`src/hw/rtl/cbl_pkg.sv`:
```
`timescale 1ns / 1ps
// ----------------------------------------------------------------------------
// cbl_pkg: shared definitions for the cascaded biquad low-pass filter
// Coefficient format, register indexes, operation codes and term codes.
// ----------------------------------------------------------------------------
package cbl_pkg;

   // Coefficients are signed Q15 values held in 18 bits.
   localparam int COEF_BITS = 18;
   localparam int FRAC_BITS = 15;
   localparam int CNT_BITS  = $clog2(COEF_BITS);

   // Configuration register indexes.
   localparam logic [1:0] CSR_FEED_0 = 2'd0;
   localparam logic [1:0] CSR_FEED_1 = 2'd1;
   localparam logic [1:0] CSR_BACK_1 = 2'd2;
   localparam logic [1:0] CSR_BACK_2 = 2'd3;

   // Item operation codes.
   localparam logic OP_PRIME  = 1'b0;
   localparam logic OP_FILTER = 1'b1;

   // Section selection.
   localparam logic SEC_FIRST  = 1'b0;
   localparam logic SEC_SECOND = 1'b1;

   // The four product terms of one section, in the order they are summed.
   typedef enum logic [1:0] {
      TERM_FEED_0,
      TERM_FEED_1,
      TERM_BACK_1,
      TERM_BACK_2
   } term_type;

   typedef logic signed [COEF_BITS-1:0] coef_type;

endpackage

```
`src/hw/rtl/cascaded_biquad_lowpass.sv`:
```
`timescale 1ns / 1ps
// ----------------------------------------------------------------------------
// cascaded_biquad_lowpass: two direct-form-1 low-pass biquads in cascade
// Both sections share four Q15 coefficients. Products are formed by one
// serial-parallel multiplier that consumes one coefficient bit per cycle.
// ----------------------------------------------------------------------------
//
//  Channel | Direction | Handshake            | Payload
//  --------+-----------+----------------------+-------------------------------
//  req     | in        | req_valid/req_stall  | req_operation, req_sample
//  rsp     | out       | rsp_valid/rsp_stall  | rsp_filtered
//  csr     | in        | csr_wr_en            | csr_index, csr_wdata
//
//  A filter item runs from acceptance to the next acceptance through
//  8 products (each an operand load, 18 coefficient bits and a sum), one
//  history update per section and the hand-off; a prime item goes straight
//  to the hand-off. The input is stalled until the hand-off is done.
//  Reset is synchronous and clears coefficients, history and control state.
//  A finished result waits in the output register; the next item is accepted
//  meanwhile, and a later result waits until that register has been taken.

module cascaded_biquad_lowpass
   import cbl_pkg::*;
#(
   parameter int SAMPLE_BITS = 32
) (
   input  logic                          clock,
   input  logic                          reset,
   // Input items
   input  logic                          req_valid,
   output logic                          req_stall,
   input  logic                          req_operation,
   input  logic signed [SAMPLE_BITS-1:0] req_sample,
   // Result items
   output logic                          rsp_valid,
   input  logic                          rsp_stall,
   output logic signed [SAMPLE_BITS-1:0] rsp_filtered,
   // Configuration writes
   input  logic                          csr_wr_en,
   input  logic [1:0]                    csr_index,
   input  logic [COEF_BITS-1:0]          csr_wdata
);

   typedef enum logic [2:0] {
      ST_IDLE,
      ST_LOAD,
      ST_MUL,
      ST_ACC,
      ST_SHIFT,
      ST_DONE
   } state_type;

   state_type                    state_ff;
   term_type                     term_ff;
   logic                         sec_ff;
   logic [CNT_BITS-1:0]          bit_cnt_ff;
   logic [SAMPLE_BITS-1:0]       x_ff;
   logic [SAMPLE_BITS-1:0]       y_ff;
   logic [SAMPLE_BITS-1:0]       a_ff;
   logic [SAMPLE_BITS:0]         acc_hi_ff;
   logic [2:0]                   lo3_ff;
   logic [COEF_BITS-1:0]         coef_sr_ff;
   logic                         rsp_valid_ff;
   logic [SAMPLE_BITS-1:0]       rsp_filtered_ff;

   coef_type                     coef_ff [4];
   logic [SAMPLE_BITS-1:0]       in_d1_ff  [2];
   logic [SAMPLE_BITS-1:0]       in_d2_ff  [2];
   logic [SAMPLE_BITS-1:0]       out_d1_ff [2];
   logic [SAMPLE_BITS-1:0]       out_d2_ff [2];

   logic                         req_take;
   logic                         out_free;
   logic [SAMPLE_BITS-1:0]       operand_in;
   logic [COEF_BITS-1:0]         coef_in;
   logic [SAMPLE_BITS:0]         a_ext;
   logic [SAMPLE_BITS:0]         addend;
   logic [SAMPLE_BITS:0]         sum;
   logic [SAMPLE_BITS-1:0]       product;
   logic                         last_bit;

   assign req_stall    = (state_ff != ST_IDLE);
   assign req_take     = req_valid && !req_stall;
   assign out_free     = !rsp_valid_ff || !rsp_stall;
   assign rsp_valid    = rsp_valid_ff;
   assign rsp_filtered = rsp_filtered_ff;

   // Configuration registers; an index past the list cannot occur.
   always_ff @(posedge clock) begin
      if (reset) begin
         for (int i = 0; i < 4; i++) coef_ff[i] <= '0;
      end else if (csr_wr_en) begin
         unique case (csr_index)
            CSR_FEED_0: coef_ff[0] <= csr_wdata;
            CSR_FEED_1: coef_ff[1] <= csr_wdata;
            CSR_BACK_1: coef_ff[2] <= csr_wdata;
            CSR_BACK_2: coef_ff[3] <= csr_wdata;
            default: ;
         endcase
      end
   end

   // Operand and coefficient of the next product for the current section.
   always_comb begin
      unique case (term_ff)
         TERM_FEED_0: begin
            operand_in = x_ff + in_d2_ff[sec_ff];
            coef_in    = coef_ff[0];
         end
         TERM_FEED_1: begin
            operand_in = in_d1_ff[sec_ff];
            coef_in    = coef_ff[1];
         end
         TERM_BACK_1: begin
            operand_in = out_d1_ff[sec_ff];
            coef_in    = coef_ff[2];
         end
         TERM_BACK_2: begin
            operand_in = out_d2_ff[sec_ff];
            coef_in    = coef_ff[3];
         end
         default: begin
            operand_in = '0;
            coef_in    = '0;
         end
      endcase
   end

   // One multiplier step: add the operand for a set coefficient bit, the
   // sign bit carrying negative weight, then shift the partial product right.
   assign last_bit = (bit_cnt_ff == CNT_BITS'(COEF_BITS - 1));
   assign a_ext    = {a_ff[SAMPLE_BITS-1], a_ff};
   always_comb begin
      if (!coef_sr_ff[0]) begin
         addend = '0;
      end else if (last_bit) begin
         addend = -a_ext;
      end else begin
         addend = a_ext;
      end
   end
   assign sum = acc_hi_ff + addend;

   // Bits FRAC_BITS and up of the finished product, wrapped to the sample width.
   assign product = {acc_hi_ff[SAMPLE_BITS-4:0], lo3_ff};

   // Sequencer, datapath registers and output register.
   always_ff @(posedge clock) begin
      if (reset) begin
         state_ff     <= ST_IDLE;
         term_ff      <= TERM_FEED_0;
         sec_ff       <= SEC_FIRST;
         bit_cnt_ff   <= '0;
         rsp_valid_ff <= 1'b0;
      end else begin
         if (rsp_valid_ff && !rsp_stall && state_ff != ST_DONE) begin
            rsp_valid_ff <= 1'b0;
         end
         unique case (state_ff)
            ST_IDLE: begin
               if (req_take) begin
                  x_ff    <= req_sample;
                  term_ff <= TERM_FEED_0;
                  sec_ff  <= SEC_FIRST;
                  if (req_operation == OP_PRIME) begin
                     y_ff     <= req_sample;
                     state_ff <= ST_DONE;
                  end else begin
                     y_ff     <= '0;
                     state_ff <= ST_LOAD;
                  end
               end
            end
            ST_LOAD: begin
               a_ff       <= operand_in;
               coef_sr_ff <= coef_in;
               acc_hi_ff  <= '0;
               lo3_ff     <= '0;
               bit_cnt_ff <= '0;
               state_ff   <= ST_MUL;
            end
            ST_MUL: begin
               acc_hi_ff  <= {sum[SAMPLE_BITS], sum[SAMPLE_BITS:1]};
               lo3_ff     <= {sum[0], lo3_ff[2:1]};
               coef_sr_ff <= {1'b0, coef_sr_ff[COEF_BITS-1:1]};
               bit_cnt_ff <= bit_cnt_ff + CNT_BITS'(1);
               if (last_bit) begin
                  state_ff <= ST_ACC;
               end
            end
            ST_ACC: begin
               if (term_ff == TERM_FEED_0 || term_ff == TERM_FEED_1) begin
                  y_ff <= y_ff + product;
               end else begin
                  y_ff <= y_ff - product;
               end
               if (term_ff == TERM_BACK_2) begin
                  state_ff <= ST_SHIFT;
               end else begin
                  term_ff  <= term_type'(term_ff + 2'd1);
                  state_ff <= ST_LOAD;
               end
            end
            ST_SHIFT: begin
               term_ff <= TERM_FEED_0;
               if (sec_ff == SEC_FIRST) begin
                  x_ff     <= y_ff;
                  y_ff     <= '0;
                  sec_ff   <= SEC_SECOND;
                  state_ff <= ST_LOAD;
               end else begin
                  state_ff <= ST_DONE;
               end
            end
            ST_DONE: begin
               if (out_free) begin
                  rsp_valid_ff    <= 1'b1;
                  rsp_filtered_ff <= y_ff;
                  state_ff        <= ST_IDLE;
               end
            end
            default: state_ff <= ST_IDLE;
         endcase
      end
   end

   // Section history: loaded with the sample on prime, shifted after a section.
   always_ff @(posedge clock) begin
      if (reset) begin
         for (int i = 0; i < 2; i++) begin
            in_d1_ff[i]  <= '0;
            in_d2_ff[i]  <= '0;
            out_d1_ff[i] <= '0;
            out_d2_ff[i] <= '0;
         end
      end else if (req_take && req_operation == OP_PRIME) begin
         for (int i = 0; i < 2; i++) begin
            in_d1_ff[i]  <= req_sample;
            in_d2_ff[i]  <= req_sample;
            out_d1_ff[i] <= req_sample;
            out_d2_ff[i] <= req_sample;
         end
      end else if (state_ff == ST_SHIFT) begin
         in_d2_ff[sec_ff]  <= in_d1_ff[sec_ff];
         in_d1_ff[sec_ff]  <= x_ff;
         out_d2_ff[sec_ff] <= out_d1_ff[sec_ff];
         out_d1_ff[sec_ff] <= y_ff;
      end
   end

`ifndef NO_ASSERTIONS
   // An accepted item keeps the input side stalled in the following cycle.
   a_busy_after_take: assert property (@(posedge clock) disable iff (reset)
      req_take |=> req_stall)
      else $error("input accepted again straight after an item");

   // The bit counter never runs past the coefficient width while multiplying.
   a_bit_count: assert property (@(posedge clock) disable iff (reset)
      (state_ff == ST_MUL) |-> (bit_cnt_ff < CNT_BITS'(COEF_BITS)))
      else $error("multiplier ran past the coefficient width");

   // A result appears only from the hand-off state.
   a_result_source: assert property (@(posedge clock) disable iff (reset)
      $rose(rsp_valid_ff) |-> $past(state_ff == ST_DONE))
      else $error("result raised outside the hand-off state");

   // The first section always hands over to the second.
   a_second_section: assert property (@(posedge clock) disable iff (reset)
      (state_ff == ST_SHIFT && sec_ff == SEC_FIRST)
         |=> (state_ff == ST_LOAD && sec_ff == SEC_SECOND))
      else $error("first section did not hand over to the second");
`endif

endmodule

```
`config.mk`:
```
export PLATFORM = sky130hd
export DESIGN_NAME = cascaded_biquad_lowpass
export DESIGN_NICKNAME = d
export VERILOG_FILES = /design/src/hw/rtl/cbl_pkg.sv /design/src/hw/rtl/cascaded_biquad_lowpass.sv
export SDC_FILE = /design/constraint.sdc
export NUM_CORES = 1
export LEC_CHECK = 0
export BUFFER_PORTS_ARGS = -buffer_cell sky130_fd_sc_hd__buf_2
export CAP_MARGIN = 30
export CORE_ASPECT_RATIO = 0.7
export CORE_UTILIZATION = 40
export DETAILED_ROUTE_END_ITERATION = 8
export SLEW_MARGIN = 30
export SYNTH_ARGS = -nofsm -noshare
export SYNTH_HDL_FRONTEND = slang
export SYNTH_SLANG_ARGS = --single-unit
```
`constraint.sdc`:
```
create_clock -name clock -period 11 [get_ports clock]
set_clock_uncertainty 0.2 [all_clocks]
set_input_delay 1.1 -clock clock [delete_from_list [all_inputs] [get_ports clock]]
set_output_delay 1.1 -clock clock [all_outputs]
set_load 0.005 [all_outputs]
```
==> results.md <==
- Number of synthesized flops with an enable pin: 509
- Combinational share of power: 0.308
- Crit start category: flip-flop
- Filler cell count: 6502
- Clock Sinks: 522
- Die Span Y: 225 µm
- Post-Syn Nets: 2824
- Slew Limit Fails: 0
- Clock Path Buffers: 3
- Critical path endpoint category: flip-flop
- Hold Vio Cnt, Final: 0
- Synth Register Bits: 522
- Gr usage total: 0.223
- Post-CTS resize count: 0
- Post-synth top flop: edfxtp_1
- Register area: 0.0155 mm²
- Endpoints failing setup: 0
- Normalized max-slew margin: 0.272
- Core Region: 0.0701 mm²
- Yosys top cell area share: 0.537
- Placed Area: 0.0300 mm²
- Cells after synthesis: 2655
- Total global routing overflow: 0
- Number of global-route vias before repair: 20500
- H-tree levels: 2
- Synth Cell Area: 0.0285 mm²
- Starting DRT DRC Count: 2234
- Critical Path RT: 11.15 ns
- Final period utilization: 0.511
- Nets: 2871
- RSZ-0062 raised after global routing: false
- Final setup margin: 5.37 ns
- Kind of critical path: flip-flop to flip-flop
- Power per standard cell area: 215 mW/mm²
- WL/cell: 21.9 µm
- Initial core utilization: 0.406
- Seq/Total Area, Yosys: 0.546
- Synth area leader: edfxtp_1
- # IOs: 92
- Leakage power: 12.2 nW
- Place WS: 5.50 ns
- Post-CTS Setup Inserts: 0
- Warnings from Yosys: 0
- TritonCTS clock tree: yes
- Max-Cap Viols: 0
- Clock Tree Root: clkbuf_16
- Placed wire-length estimate: 53200 µm
- Cts hold-fix bufs: 0
- Via count: 21200
- Most common cell after layout, fill and taps aside: nand2_1
- Dominant cells by area after synthesis: edfxtp_1, nand2_1, ha_1, o21ai_0, a21oi_1
- CTS clock-pin slew for the worst setup and hold paths: 0.07 ns
- Initial antenna violation count: 4
- Crit path arrival time: 5.77 ns
- TNS Setup: 0 ns
- First-pass GRT wire length: 123000 µm
- Share of layout cells above drive strength 1: 0.114
- Switching portion of total power: 0.347
- Die X: 321 µm
- Final ANT Viol Nets: 0
- Clock group share of total power: 0.272
- DR pass1 iterations: 8
- Area of the multi-input gates: 0.0124 mm²
- Routability congestion estimate: 0.874
- Worst-Skew Late Latency: 0.63 ns
- Int Power: 4.46 mW
- Critical path fanouts, max: 33
- Final core utilization: 0.452
- FP Rows: 81
- Most frequent cells in the layout: nand2_1, edfxtp_1, o21ai_0, a21oi_1, nor2_1
- Status: complete, no violations
- DRC errors left: 0
- Switching pwr: 2.37 mW
- Syn avg cell area: 10.7 µm²
- Fin crit period: 5.63 ns
- Die area: 0.0722 mm²
- Via-to-Cell Ratio: 5.74
- Routed wire length: 80900 µm
- Antenna cells: 0
- Hold crit path type: flip-flop to flip-flop
- Sequential share of power: 0.420
- Fin area: 0.0317 mm²
- VDD IR-drop max: 120 µV
- Post-synth ARST share: 0
- Largest net degree at the start of global routing: 129
- Cell variety after synth: 87
- Tightest Pin Transition: 1.09 ns
- Synthesis-to-layout area growth: 11.5%
- Max Fclk: 0.178 GHz
- Cts bufs inserted: 52
- IO Port Bufs: 91
metrics by stage:
step	total power [mW]	hold WS (ns)	instances
4_1_cts	6.84	0.305	3697
3_3_place_gp	4.95	0.287	3602
5_1_grt	7.18	0.355	3697
3_5_place_dp	4.99	0.290	3602
6_report	6.83	0.307	3697
2_1_floorplan	4.36	0.285	2655
worst paths after layout:
check,startpoint,endpoint,slack [ns],cells past startpoint
setup / recovery,term_ff[1],y_ff[29],5.37,17
hold / removal,rsp_valid,rsp_valid,0.31,2
setup reg to reg,term_ff[1],y_ff[29],5.37,17
hold reg to reg,rsp_valid,rsp_valid,0.31,2
critical path: stages (launching register included):
cell and delay [ns]:
dfxtp_1 0.39, inv_1 0.08, ha_1 0.52, inv_1 0.14, buf_4 0.56, nand2_1 0.53
a21oi_1 0.29, xor2_1 0.11, ha_1 0.36, o21ai_0 0.10, a21oi_1 0.15, a2bb2oi_1 0.57
a31oi_1 0.33, a2111oi_2 0.49, nor2b_1 0.15, o21ai_2 0.15, xnor2_1 0.12, o21ai_0 0.10
power by group through the flow:
stage               sequential (mW)  clock [mW]  combinational [mW]
floorplan                      2.81           0                1.56
global placement               2.90           0                2.05
detailed placement             2.91           0                2.07
CTS                            2.87        1.88                2.09
global route                   2.91        1.95                2.32
finish                         2.87        1.86                2.10
registers in the layout, summed over array words and instances (netlist names), 64 cells and up, named ones only:
register	count
coef_ff	72
in_d1_ff	64
in_d2_ff	64
out_d1_ff	64
out_d2_ff	64
cell usage after synthesis (11+ instances only):
library cell and n:
o31ai_1 14, o21ai_0 248, dfxtp_1 13, a31oi_1 24, nand4_1 16, a21o_1 30, nor3_1 39, mux2i_1 68
clkbuf_1 110, and3_1 12, inv_1 35, and2_1 104, nor2_1 122, mux2_2 63, xor2_1 68, buf_1 15
xnor2_1 75, edfxtp_1 509, nand3_1 29, or3_1 11, nand2b_1 11, o21a_1 13, o22ai_1 25, o21bai_1 15
a21oi_1 169, nand2_1 519, a222oi_1 18, a211oi_1 36, ha_1 108
metal layers:
| metal | vias up | wire, µm | GRT usage |
|---|---|---|---|
| li1 | 9881 | - | - |
| met1 | 10400 | 38100 | 0.336 |
| met2 | 799 | 34900 | 0.336 |
| met3 | 113 | 6140 | 0.0304 |
| met4 | 0 | 1800 | 0.0573 |
| met5 | - | 0 | 0 |
logic make-up after synthesis:
family / synth area share
compound gates: 0.144
buf+inv: 0.0219
xor+xnor: 0.0446
fa+ha+maj: 0.0496
simple gates: 0.144
flops: 0.546
mux: 0.0489
layout make-up:
cell class | count | share of cell area
sequential | 522 | 0.490
multi-input combinational | 1969 | 0.391
clock buffer | 61 | 0.0428
tap | 954 | 0.0376
timing repair buffer | 121 | 0.0223
clock inverter | 34 | 0.0117
inverter | 36 | 0.00426
Note: power is estimated with default switching activity, not from simulation.
